==> src/rtl/lsh_pkg.sv <==
// Shared package for the limit-switch homing sequencer.
// Holds phase and command codes, field widths and parameter defaults.
// No dependencies.
package lsh_pkg;

   // parameter defaults
   localparam int POSITION_BITS_DEF = 32;
   localparam int TIMER_BITS_DEF    = 20;

   // fixed field widths
   localparam int CMD_W    = 2;
   localparam int PHASE_W  = 3;
   localparam int AXPOS_W  = 32;
   localparam int LENGTH_W = 31;

   // half period after reset, in ticks
   localparam int HALF_RESET = 500;

   // commands
   localparam logic [CMD_W-1:0] CMD_TICK      = 2'd0;
   localparam logic [CMD_W-1:0] CMD_CALIBRATE = 2'd1;
   localparam logic [CMD_W-1:0] CMD_HOME_ONLY = 2'd2;
   localparam logic [CMD_W-1:0] CMD_FIND_END  = 2'd3;

   // sequencer phases
   localparam logic [PHASE_W-1:0] PH_IDLE      = 3'd0;
   localparam logic [PHASE_W-1:0] PH_SEEK_HOME = 3'd1;
   localparam logic [PHASE_W-1:0] PH_BACK_OFF  = 3'd2;
   localparam logic [PHASE_W-1:0] PH_SEEK_END  = 3'd3;
   localparam logic [PHASE_W-1:0] PH_DONE      = 3'd4;

   // one input beat
   typedef struct packed {
      logic [CMD_W-1:0] command;
      logic             home_sensor;
      logic             end_sensor;
   } req_item_type;

   // one result beat
   typedef struct packed {
      logic                      step_pulse;
      logic                      move_direction;
      logic signed [AXPOS_W-1:0] axis_position;
      logic [LENGTH_W-1:0]       axis_length;
      logic [PHASE_W-1:0]        phase;
   } rsp_item_type;

endpackage

==> src/rtl/lsh_ifs.sv <==
// Valid/ready channel interfaces for the homing sequencer.
// Depends on lsh_pkg for field widths.
interface lsh_req_if import lsh_pkg::*; ();
   logic             valid;
   logic             ready;
   logic [CMD_W-1:0] command;
   logic             home_sensor;
   logic             end_sensor;

   modport source (output valid, command, home_sensor, end_sensor, input ready);
   modport sink   (input valid, command, home_sensor, end_sensor, output ready);
endinterface

interface lsh_rsp_if import lsh_pkg::*; ();
   logic                      valid;
   logic                      ready;
   logic                      step_pulse;
   logic                      move_direction;
   logic signed [AXPOS_W-1:0] axis_position;
   logic [LENGTH_W-1:0]       axis_length;
   logic [PHASE_W-1:0]        phase;

   modport source (output valid, step_pulse, move_direction, axis_position, axis_length,
                   phase, input ready);
   modport sink   (input valid, step_pulse, move_direction, axis_position, axis_length,
                   phase, output ready);
endinterface

==> src/rtl/lsh_in_stage.sv <==
// Input register of the sequencer: captures one request beat.
// Depends on lsh_pkg.
module lsh_in_stage import lsh_pkg::*; (
   input  logic         clock,
   input  logic         reset,
   input  logic         load,
   input  logic         drain,
   input  req_item_type item_in,
   output logic         valid_out,
   output req_item_type item_out
);

   logic         valid_ff, valid_in;
   req_item_type item_ff;

   // occupancy: a load refills, a drain alone empties
   always_comb begin
      valid_in = load ? 1'b1 : (drain ? 1'b0 : valid_ff);
   end

   always_ff @(posedge clock) begin
      if (reset) begin
         valid_ff <= 1'b0;
      end else begin
         valid_ff <= valid_in;
      end
   end

   // payload
   always_ff @(posedge clock) begin
      if (load) begin
         item_ff <= item_in;
      end
   end

   assign valid_out = valid_ff;
   assign item_out  = item_ff;

endmodule

==> src/rtl/lsh_core.sv <==
// Sequencer state and single-tick update for the homing sequencer.
// Holds phase, position, length, step timer and the half-period register.
// Depends on lsh_pkg.
module lsh_core import lsh_pkg::*; #(
   parameter int POSITION_BITS = POSITION_BITS_DEF,
   parameter int TIMER_BITS    = TIMER_BITS_DEF
) (
   input  logic                  clock,
   input  logic                  reset,
   input  logic                  csr_we,
   input  logic [TIMER_BITS-1:0] csr_wdata,
   input  logic                  fire,
   input  req_item_type          item,
   output rsp_item_type          result
);

   localparam int PB  = POSITION_BITS;
   localparam int TB  = TIMER_BITS;
   localparam int EXT = 64;

   localparam logic signed [PB-1:0] POS_MAX = {1'b0, {(PB-1){1'b1}}};
   localparam logic signed [PB-1:0] POS_MIN = {1'b1, {(PB-1){1'b0}}};

   logic [TB-1:0]          half_ff;
   logic [PHASE_W-1:0]     phase_ff, phase_in;
   logic signed [PB-1:0]   pos_ff, pos_in;
   logic [LENGTH_W-1:0]    len_ff, len_in;
   logic [TB:0]            timer_ff, timer_in;
   logic                   then_end_ff, then_end_in;
   logic                   dir_ff, dir_in;

   logic [TB-1:0]          half_eff;
   logic                   busy, home_hit, end_hit, stop, pulse, step_end;
   logic [TB+1:0]          timer_inc;
   logic [TB+1:0]          full_period;
   logic [EXT-1:0]         pos_ext, pos_in_ext;
   logic [LENGTH_W-1:0]    len_clip;

   // half-period register
   always_ff @(posedge clock) begin
      if (reset) begin
         half_ff <= TB'(HALF_RESET);
      end else if (csr_we) begin
         half_ff <= csr_wdata;
      end
   end

   // a zero half period acts as one tick
   assign half_eff    = (half_ff == '0) ? TB'(1) : half_ff;
   assign full_period = {1'b0, half_eff, 1'b0};
   assign timer_inc   = {1'b0, timer_ff} + (TB+2)'(1);
   assign step_end    = (timer_inc >= full_period);

   assign busy     = (phase_ff == PH_SEEK_HOME) || (phase_ff == PH_BACK_OFF) ||
                     (phase_ff == PH_SEEK_END);
   assign home_hit = ~item.home_sensor;
   assign end_hit  = ~item.end_sensor;

   // length seen at the current position, clipped to the field range
   assign pos_ext  = {{(EXT-PB){pos_ff[PB-1]}}, pos_ff};
   always_comb begin
      if (pos_ext[EXT-1]) begin
         len_clip = '0;
      end else if (|pos_ext[EXT-2:LENGTH_W]) begin
         len_clip = '1;
      end else begin
         len_clip = pos_ext[LENGTH_W-1:0];
      end
   end

   // one tick of the sequencer
   always_comb begin
      phase_in    = phase_ff;
      pos_in      = pos_ff;
      len_in      = len_ff;
      timer_in    = timer_ff;
      then_end_in = then_end_ff;
      dir_in      = dir_ff;
      stop        = 1'b0;
      pulse       = 1'b0;
      priority if (!busy && item.command != CMD_TICK) begin
         // start a job
         timer_in = '0;
         if (item.command == CMD_FIND_END) begin
            phase_in = PH_SEEK_END;
            dir_in   = 1'b1;
         end else begin
            then_end_in = (item.command == CMD_CALIBRATE);
            phase_in    = PH_SEEK_HOME;
            dir_in      = 1'b0;
         end
      end else if (busy) begin
         // sensor check where a new step would begin
         if (timer_ff == '0) begin
            priority if (phase_ff == PH_SEEK_HOME && home_hit) begin
               phase_in = PH_BACK_OFF;
               dir_in   = 1'b1;
               stop     = 1'b1;
            end else if (phase_ff == PH_BACK_OFF && !home_hit) begin
               pos_in = '0;
               if (then_end_ff) begin
                  phase_in = PH_SEEK_END;
                  dir_in   = 1'b1;
               end else begin
                  phase_in = PH_DONE;
               end
               stop = 1'b1;
            end else if (phase_ff == PH_SEEK_END && end_hit) begin
               len_in   = len_clip;
               phase_in = PH_DONE;
               stop     = 1'b1;
            end else begin
               stop = 1'b0;
            end
         end
         // step generation, position moves on the last tick of a step
         if (!stop) begin
            pulse = (timer_ff < {1'b0, half_eff});
            if (step_end) begin
               timer_in = '0;
               if (dir_ff) begin
                  if (pos_ff != POS_MAX) pos_in = pos_ff + PB'(1);
               end else begin
                  if (pos_ff != POS_MIN) pos_in = pos_ff - PB'(1);
               end
            end else begin
               timer_in = timer_inc[TB:0];
            end
         end
      end else if (phase_ff > PH_DONE) begin
         phase_in = PH_IDLE;
      end else begin
         phase_in = phase_ff;
      end
   end

   // state registers, advanced once per beat
   always_ff @(posedge clock) begin
      if (reset) begin
         phase_ff    <= PH_IDLE;
         pos_ff      <= '0;
         len_ff      <= '0;
         timer_ff    <= '0;
         then_end_ff <= 1'b0;
         dir_ff      <= 1'b0;
      end else if (fire) begin
         phase_ff    <= phase_in;
         pos_ff      <= pos_in;
         len_ff      <= len_in;
         timer_ff    <= timer_in;
         then_end_ff <= then_end_in;
         dir_ff      <= dir_in;
      end
   end

   // result shows the state after this tick
   assign pos_in_ext = {{(EXT-PB){pos_in[PB-1]}}, pos_in};
   always_comb begin
      result.step_pulse     = pulse;
      result.move_direction = dir_in;
      result.axis_position  = pos_in_ext[AXPOS_W-1:0];
      result.axis_length    = len_in;
      result.phase          = phase_in;
   end

endmodule

==> src/rtl/lsh_out_stage.sv <==
// Result register of the sequencer: holds one response beat until taken.
// Depends on lsh_pkg.
module lsh_out_stage import lsh_pkg::*; (
   input  logic         clock,
   input  logic         reset,
   input  logic         load,
   input  logic         taken,
   input  rsp_item_type item_in,
   output logic         valid_out,
   output rsp_item_type item_out
);

   logic         valid_ff, valid_in;
   rsp_item_type item_ff;

   // occupancy
   always_comb begin
      valid_in = load ? 1'b1 : (taken ? 1'b0 : valid_ff);
   end

   always_ff @(posedge clock) begin
      if (reset) begin
         valid_ff <= 1'b0;
      end else begin
         valid_ff <= valid_in;
      end
   end

   // payload
   always_ff @(posedge clock) begin
      if (load) begin
         item_ff <= item_in;
      end
   end

   assign valid_out = valid_ff;
   assign item_out  = item_ff;

endmodule

==> src/rtl/limit_switch_homing_sequencer_top.sv <==
// Top level of the limit-switch homing sequencer.
// Depends on lsh_pkg, lsh_ifs, lsh_in_stage, lsh_core and lsh_out_stage.
//
// Each request beat is one timing tick (or a start command) for a stepper axis
// homing sequencer; every beat yields exactly one response beat that shows the
// step level for that tick and the direction, position, length and phase after
// it. The block takes one beat per clock cycle while the response side accepts:
// the beat is captured in an input register, the sequencer state is updated in
// combinational logic, and the result lands in an output register. The state
// update finishes every tick before the next beat is taken.
// Backpressure on the response side stalls the input within the cycle.
// csr_wdata sets the half step period in ticks (zero acts as one); write it
// only while the sequencer is idle.
module limit_switch_homing_sequencer_top import lsh_pkg::*; #(
   parameter int POSITION_BITS = POSITION_BITS_DEF,
   parameter int TIMER_BITS    = TIMER_BITS_DEF
) (
   input  logic                  clock,
   input  logic                  reset,
   lsh_req_if.sink               req_chan,
   lsh_rsp_if.source             rsp_chan,
   input  logic                  csr_we,
   input  logic [TIMER_BITS-1:0] csr_wdata
);

   req_item_type req_item, s1_item;
   rsp_item_type core_result, rsp_item;
   logic         s1_valid, rsp_valid, fire, out_free, req_fire;

   // handshake: the core fires when the input register holds a beat and the
   // output register is free or being emptied
   assign out_free = !rsp_valid || rsp_chan.ready;
   assign fire     = s1_valid && out_free;
   assign req_chan.ready = !s1_valid || fire;
   assign req_fire = req_chan.valid && req_chan.ready;

   assign req_item.command     = req_chan.command;
   assign req_item.home_sensor = req_chan.home_sensor;
   assign req_item.end_sensor  = req_chan.end_sensor;

   lsh_in_stage u_in_stage (
      .clock     (clock),
      .reset     (reset),
      .load      (req_fire),
      .drain     (fire),
      .item_in   (req_item),
      .valid_out (s1_valid),
      .item_out  (s1_item)
   );

   lsh_core #(
      .POSITION_BITS (POSITION_BITS),
      .TIMER_BITS    (TIMER_BITS)
   ) u_core (
      .clock     (clock),
      .reset     (reset),
      .csr_we    (csr_we),
      .csr_wdata (csr_wdata),
      .fire      (fire),
      .item      (s1_item),
      .result    (core_result)
   );

   lsh_out_stage u_out_stage (
      .clock     (clock),
      .reset     (reset),
      .load      (fire),
      .taken     (rsp_chan.ready),
      .item_in   (core_result),
      .valid_out (rsp_valid),
      .item_out  (rsp_item)
   );

   // response channel
   assign rsp_chan.valid          = rsp_valid;
   assign rsp_chan.step_pulse     = rsp_item.step_pulse;
   assign rsp_chan.move_direction = rsp_item.move_direction;
   assign rsp_chan.axis_position  = rsp_item.axis_position;
   assign rsp_chan.axis_length    = rsp_item.axis_length;
   assign rsp_chan.phase          = rsp_item.phase;

endmodule

==> src/flat_wrapper.sv <==
// flat-port wrapper written by rule: the top's interface ports become plain ports
module limit_switch_homing_sequencer_top_flat import lsh_pkg::*;
#(
   parameter int POSITION_BITS = POSITION_BITS_DEF,
   parameter int TIMER_BITS    = TIMER_BITS_DEF
)
  (clock, reset, csr_we, csr_wdata, req_chan_valid, req_chan_command, req_chan_home_sensor, req_chan_end_sensor, req_chan_ready, rsp_chan_valid, rsp_chan_step_pulse, rsp_chan_move_direction, rsp_chan_axis_position, rsp_chan_axis_length, rsp_chan_phase, rsp_chan_ready);
  lsh_req_if req_chan_i ();
  lsh_rsp_if rsp_chan_i ();
  input  logic clock;
  input  logic reset;
  input  logic csr_we;
  input  logic [TIMER_BITS-1:0] csr_wdata;
  input wire logic [$bits(req_chan_i.valid)-1:0] req_chan_valid;
  input wire logic [$bits(req_chan_i.command)-1:0] req_chan_command;
  input wire logic [$bits(req_chan_i.home_sensor)-1:0] req_chan_home_sensor;
  input wire logic [$bits(req_chan_i.end_sensor)-1:0] req_chan_end_sensor;
  output wire logic [$bits(req_chan_i.ready)-1:0] req_chan_ready;
  output wire logic [$bits(rsp_chan_i.valid)-1:0] rsp_chan_valid;
  output wire logic [$bits(rsp_chan_i.step_pulse)-1:0] rsp_chan_step_pulse;
  output wire logic [$bits(rsp_chan_i.move_direction)-1:0] rsp_chan_move_direction;
  output wire logic [$bits(rsp_chan_i.axis_position)-1:0] rsp_chan_axis_position;
  output wire logic [$bits(rsp_chan_i.axis_length)-1:0] rsp_chan_axis_length;
  output wire logic [$bits(rsp_chan_i.phase)-1:0] rsp_chan_phase;
  input wire logic [$bits(rsp_chan_i.ready)-1:0] rsp_chan_ready;
  assign req_chan_i.valid = req_chan_valid;
  assign req_chan_i.command = req_chan_command;
  assign req_chan_i.home_sensor = req_chan_home_sensor;
  assign req_chan_i.end_sensor = req_chan_end_sensor;
  assign req_chan_ready = req_chan_i.ready;
  assign rsp_chan_valid = rsp_chan_i.valid;
  assign rsp_chan_step_pulse = rsp_chan_i.step_pulse;
  assign rsp_chan_move_direction = rsp_chan_i.move_direction;
  assign rsp_chan_axis_position = rsp_chan_i.axis_position;
  assign rsp_chan_axis_length = rsp_chan_i.axis_length;
  assign rsp_chan_phase = rsp_chan_i.phase;
  assign rsp_chan_i.ready = rsp_chan_ready;
  limit_switch_homing_sequencer_top #(.POSITION_BITS(POSITION_BITS), .TIMER_BITS(TIMER_BITS)) u_core (.clock(clock), .reset(reset), .req_chan(req_chan_i), .rsp_chan(rsp_chan_i), .csr_we(csr_we), .csr_wdata(csr_wdata));
endmodule
==> config.mk <==
export PLATFORM = sky130hd
export DESIGN_NAME = limit_switch_homing_sequencer_top_flat
export DESIGN_NICKNAME = d
export VERILOG_FILES = /design/src/rtl/lsh_pkg.sv /design/src/rtl/lsh_ifs.sv /design/src/rtl/lsh_in_stage.sv /design/src/rtl/lsh_core.sv /design/src/rtl/lsh_out_stage.sv /design/src/rtl/limit_switch_homing_sequencer_top.sv /design/src/flat_wrapper.sv
export SDC_FILE = /design/constraint.sdc
export NUM_CORES = 1
export LEC_CHECK = 0
export ABC_AREA = 1
export ABC_CLOCK_PERIOD_IN_PS = 7500
export BUFFER_PORTS_ARGS = -buffer_cell sky130_fd_sc_hd__buf_2
export CORE_AREA = 2 2 168 170
export DETAILED_ROUTE_END_ITERATION = 10
export DIE_AREA = 0 0 170 172
export GPL_ROUTABILITY_DRIVEN = 0
export PLACE_DENSITY = 0.7
export SYNTH_ARGS = -nofsm -noshare
export SYNTH_HDL_FRONTEND = slang
export SYNTH_HIERARCHICAL = 1
export SYNTH_SLANG_ARGS = --single-unit
==> constraint.sdc <==
create_clock -name clock -period 7.5 [get_ports clock]
set_input_delay 0.375 -clock clock [delete_from_list [all_inputs] [get_ports clock]]
set_output_delay 0.375 -clock clock [all_outputs]
set_load 0.02 [all_outputs]
==> qor.txt <==
Cell Pwr Density: 201.0 mW/mm²
CTS max path bufs: 2
min cycle time layout: 4.381 ns
largest net degree at the start of global routing: 78
DR pass1 iterations: 5
total CTS buffers: 17
Fin Setup TNS: 0 ns
CTS sink cnt: 183
EDFF count, synth: 72
Initial Util: 0.4442
placed insts: 2,135
FMAX: 228.2 MHz
full die area: 0.02924 mm²
period utilisation layout: 0.5842
Main synth FF type: dfxtp_1
Stages on worst setup path: 9
nets: 1,880
#FFs+latches synth: 183
CP max stage delay: 1.31 ns
Max Cap Viol: 0
Worst R2R Start: u_core/u_core/phase_ff[1]
worst setup path class: reg -> reg
global-route wire length before repair: 56.10 mm
worst slew pin tran: 1.306 ns
Finished Core Util: 0.4832
Slew Viols, Final: 0
min-delay worst type: in -> reg
initial antenna violation count: 0
CP Cell Sequence: inv_1, a21oi_4, buf_4, inv_1, nand2_1, nand3_1, nor3_4, nand2_1, a21oi_1
R2R depth: 9
outcome: finished clean
commonest non-fill, non-tap cell in the layout: nand2_1
CP endpoint kind: flip-flop
worst-path fanout max: 42
die height: 172 µm
postcts setup bufs: 0
DRC errors left: 0
Via Count: 11,770
vias in the first global route: 10,830
sequential area share after synthesis: 0.3592
CTS tree: yes
Slew Limit Headroom: 0.1267
final WL: 34.34 mm
Cell Area, Synth: 0.01220 mm²
initial DRC count: 1,146
Hold Fails Final Rpt: 0
leakage: 6.214 nW
Slowest-stage cell, CP: nor3_4
Post-Syn Instances: 1,789
Fill cells: 2,737
Top delay family on crit path: simple AND/OR/NAND/NOR gates
WP data arrival: 4.75 ns
Reg-to-Reg End: u_core/u_core/timer_ff[20]
net count after synthesis: 1,861
Avg WL per Cell: 15.85 µm
die width: 170 µm
share of cells above drive strength 1: 0.1241
launch point of the critical path: u_core/u_core/phase_ff[1]
setup violators final: 0
Worst EP required: 7.87 ns
worst vdd ir: 0.0001223 V
antenna viol nets, final: 0
area grow syn2layout: 8.796%
ant diodes: 0
CTS clk-pin slew, worst paths: 0.08 ns
worst reg-to-reg setup slack: 3.12 ns
total grt overflow: 0
ys async rst share: 0
GR Util All Layers: 0.2399
startpoint types: flip-flop
clk_skew: 0.01167 ns
Mean Syn Cell Area: 6.822 µm²
total chip power: 2.669 mW
IO buf count: 98
Ys Warns: 6
root buf cell: clkbuf_16
Critical Path End: u_core/u_core/timer_ff[20]
final std cells w/o fill: 2,167
H-Tree Depth: 4
most frequent cells in the layout: nand2_1, inv_1, nor2_1
Core Region: 0.02748 mm²
Synth cell types: 49
Crit path buffers/inverters: 3
hold buffer count at cts: 0
Placement Rows: 61
CTS resizes: 0
detailed-placement wirelength estimate: 23.59 mm
Boundary Pins: 99
clk_lat worst skew: 0.45 ns
RSZ-0062 raised after global routing: no
via-per-instance ratio: 5.432
[registers in the layout, summed over array words and instances (netlist names), 3 cells and up]
register / flops
u_core/u_core/phase_ff: 3
u_core/u_core/half_ff: 20
u_core/u_core/len_ff: 31
u_core/u_core/timer_ff: 21
u_core/u_out_stage/item_out: 68
u_core/u_in_stage/item_out: 4
u_core/u_core/pos_ff: 32
[synth_stat cells (all sizes together) (3+ instances only)]
library cell / number / area share
inv: 229 / 0.070
ha: 43 / 0.044
nor3: 12 / 0.0067
clkbuf: 50 / 0.016
a211oi: 3 / 0.0018
buf: 57 / 0.028
nand2: 473 / 0.15
nand3: 175 / 0.076
xor2: 44 / 0.032
dfxtp: 111 / 0.18
o21ai: 131 / 0.054
nand4: 36 / 0.019
nor2: 201 / 0.067
nor4: 5 / 0.0026
a21oi: 128 / 0.060
edfxtp: 72 / 0.18
[logic make-up after synthesis]
logic type,after synthesis,synth area share
adder cells (fa/ha/maj),43,0.04408
XOR/XNOR,46,0.03301
flip-flops,183,0.3592
buffers and inverters,338,0.1147
AND/OR/NAND/NOR,903,0.3244
AO/OA/AOI/OAI,276,0.1246
[power breakdown]
part	internal, mW	switching (mW)
sequential	1.12	0.0751
clock	0.443	0.440
combinational	0.179	0.410
total	1.74	0.924
[stage by stage]
step / setup WS (ns) / area, µm² / hold slack [ns]
floorplan: 0.6412 / 12200 / 0.4374
global placement: 3.431 / 12690 / 0.4681
detailed placement: 3.243 / 12690 / 0.4689
CTS: 3.199 / 13280 / 0.08866
global route: 2.807 / 13280 / 0.08662
finish: 3.119 / 13280 / 0.09764
[layout make-up]
cell class / count / area, µm² / share of cell area
Multi-Input combinational cell: 1268 / 6447 / 0.4856
Sequential cell: 183 / 4384 / 0.3302
Inverter: 231 / 868.3 / 0.06540
Timing Repair Buffer: 107 / 558.0 / 0.04203
Tap cell: 346 / 432.9 / 0.03260
Clock buffer: 17 / 425.4 / 0.03204
Clock inverter: 15 / 161.4 / 0.01216
[layer usage]
metal | track usage | up-vias | share of wire
met5 | 0 | - | 0
met4 | 0.08213 | 0 | 0.023
met3 | 0.04715 | 66 | 0.084
met2 | 0.3666 | 479 | 0.43
met1 | 0.3389 | 5412 | 0.46
li1 | - | 5814 | -
[worst min path at each step]
stage / start / end / slack [ns] / cells after the start
floorplan: reset / u_core/u_in_stage/valid_out / 0.44 / 1
global placement: u_core/u_core/half_ff[0] / u_core/u_core/half_ff[0] / 0.47 / 2
detailed placement: u_core/u_core/half_ff[0] / u_core/u_core/half_ff[0] / 0.47 / 2
CTS: req_chan_command[1] / u_core/u_in_stage/item_out[3] / 0.09 / 1
global route: req_chan_end_sensor / u_core/u_in_stage/item_out[0] / 0.09 / 1
finish: req_chan_command[1] / u_core/u_in_stage/item_out[3] / 0.1 / 1
No activity file was read; power rests on OpenSTA's default activity.
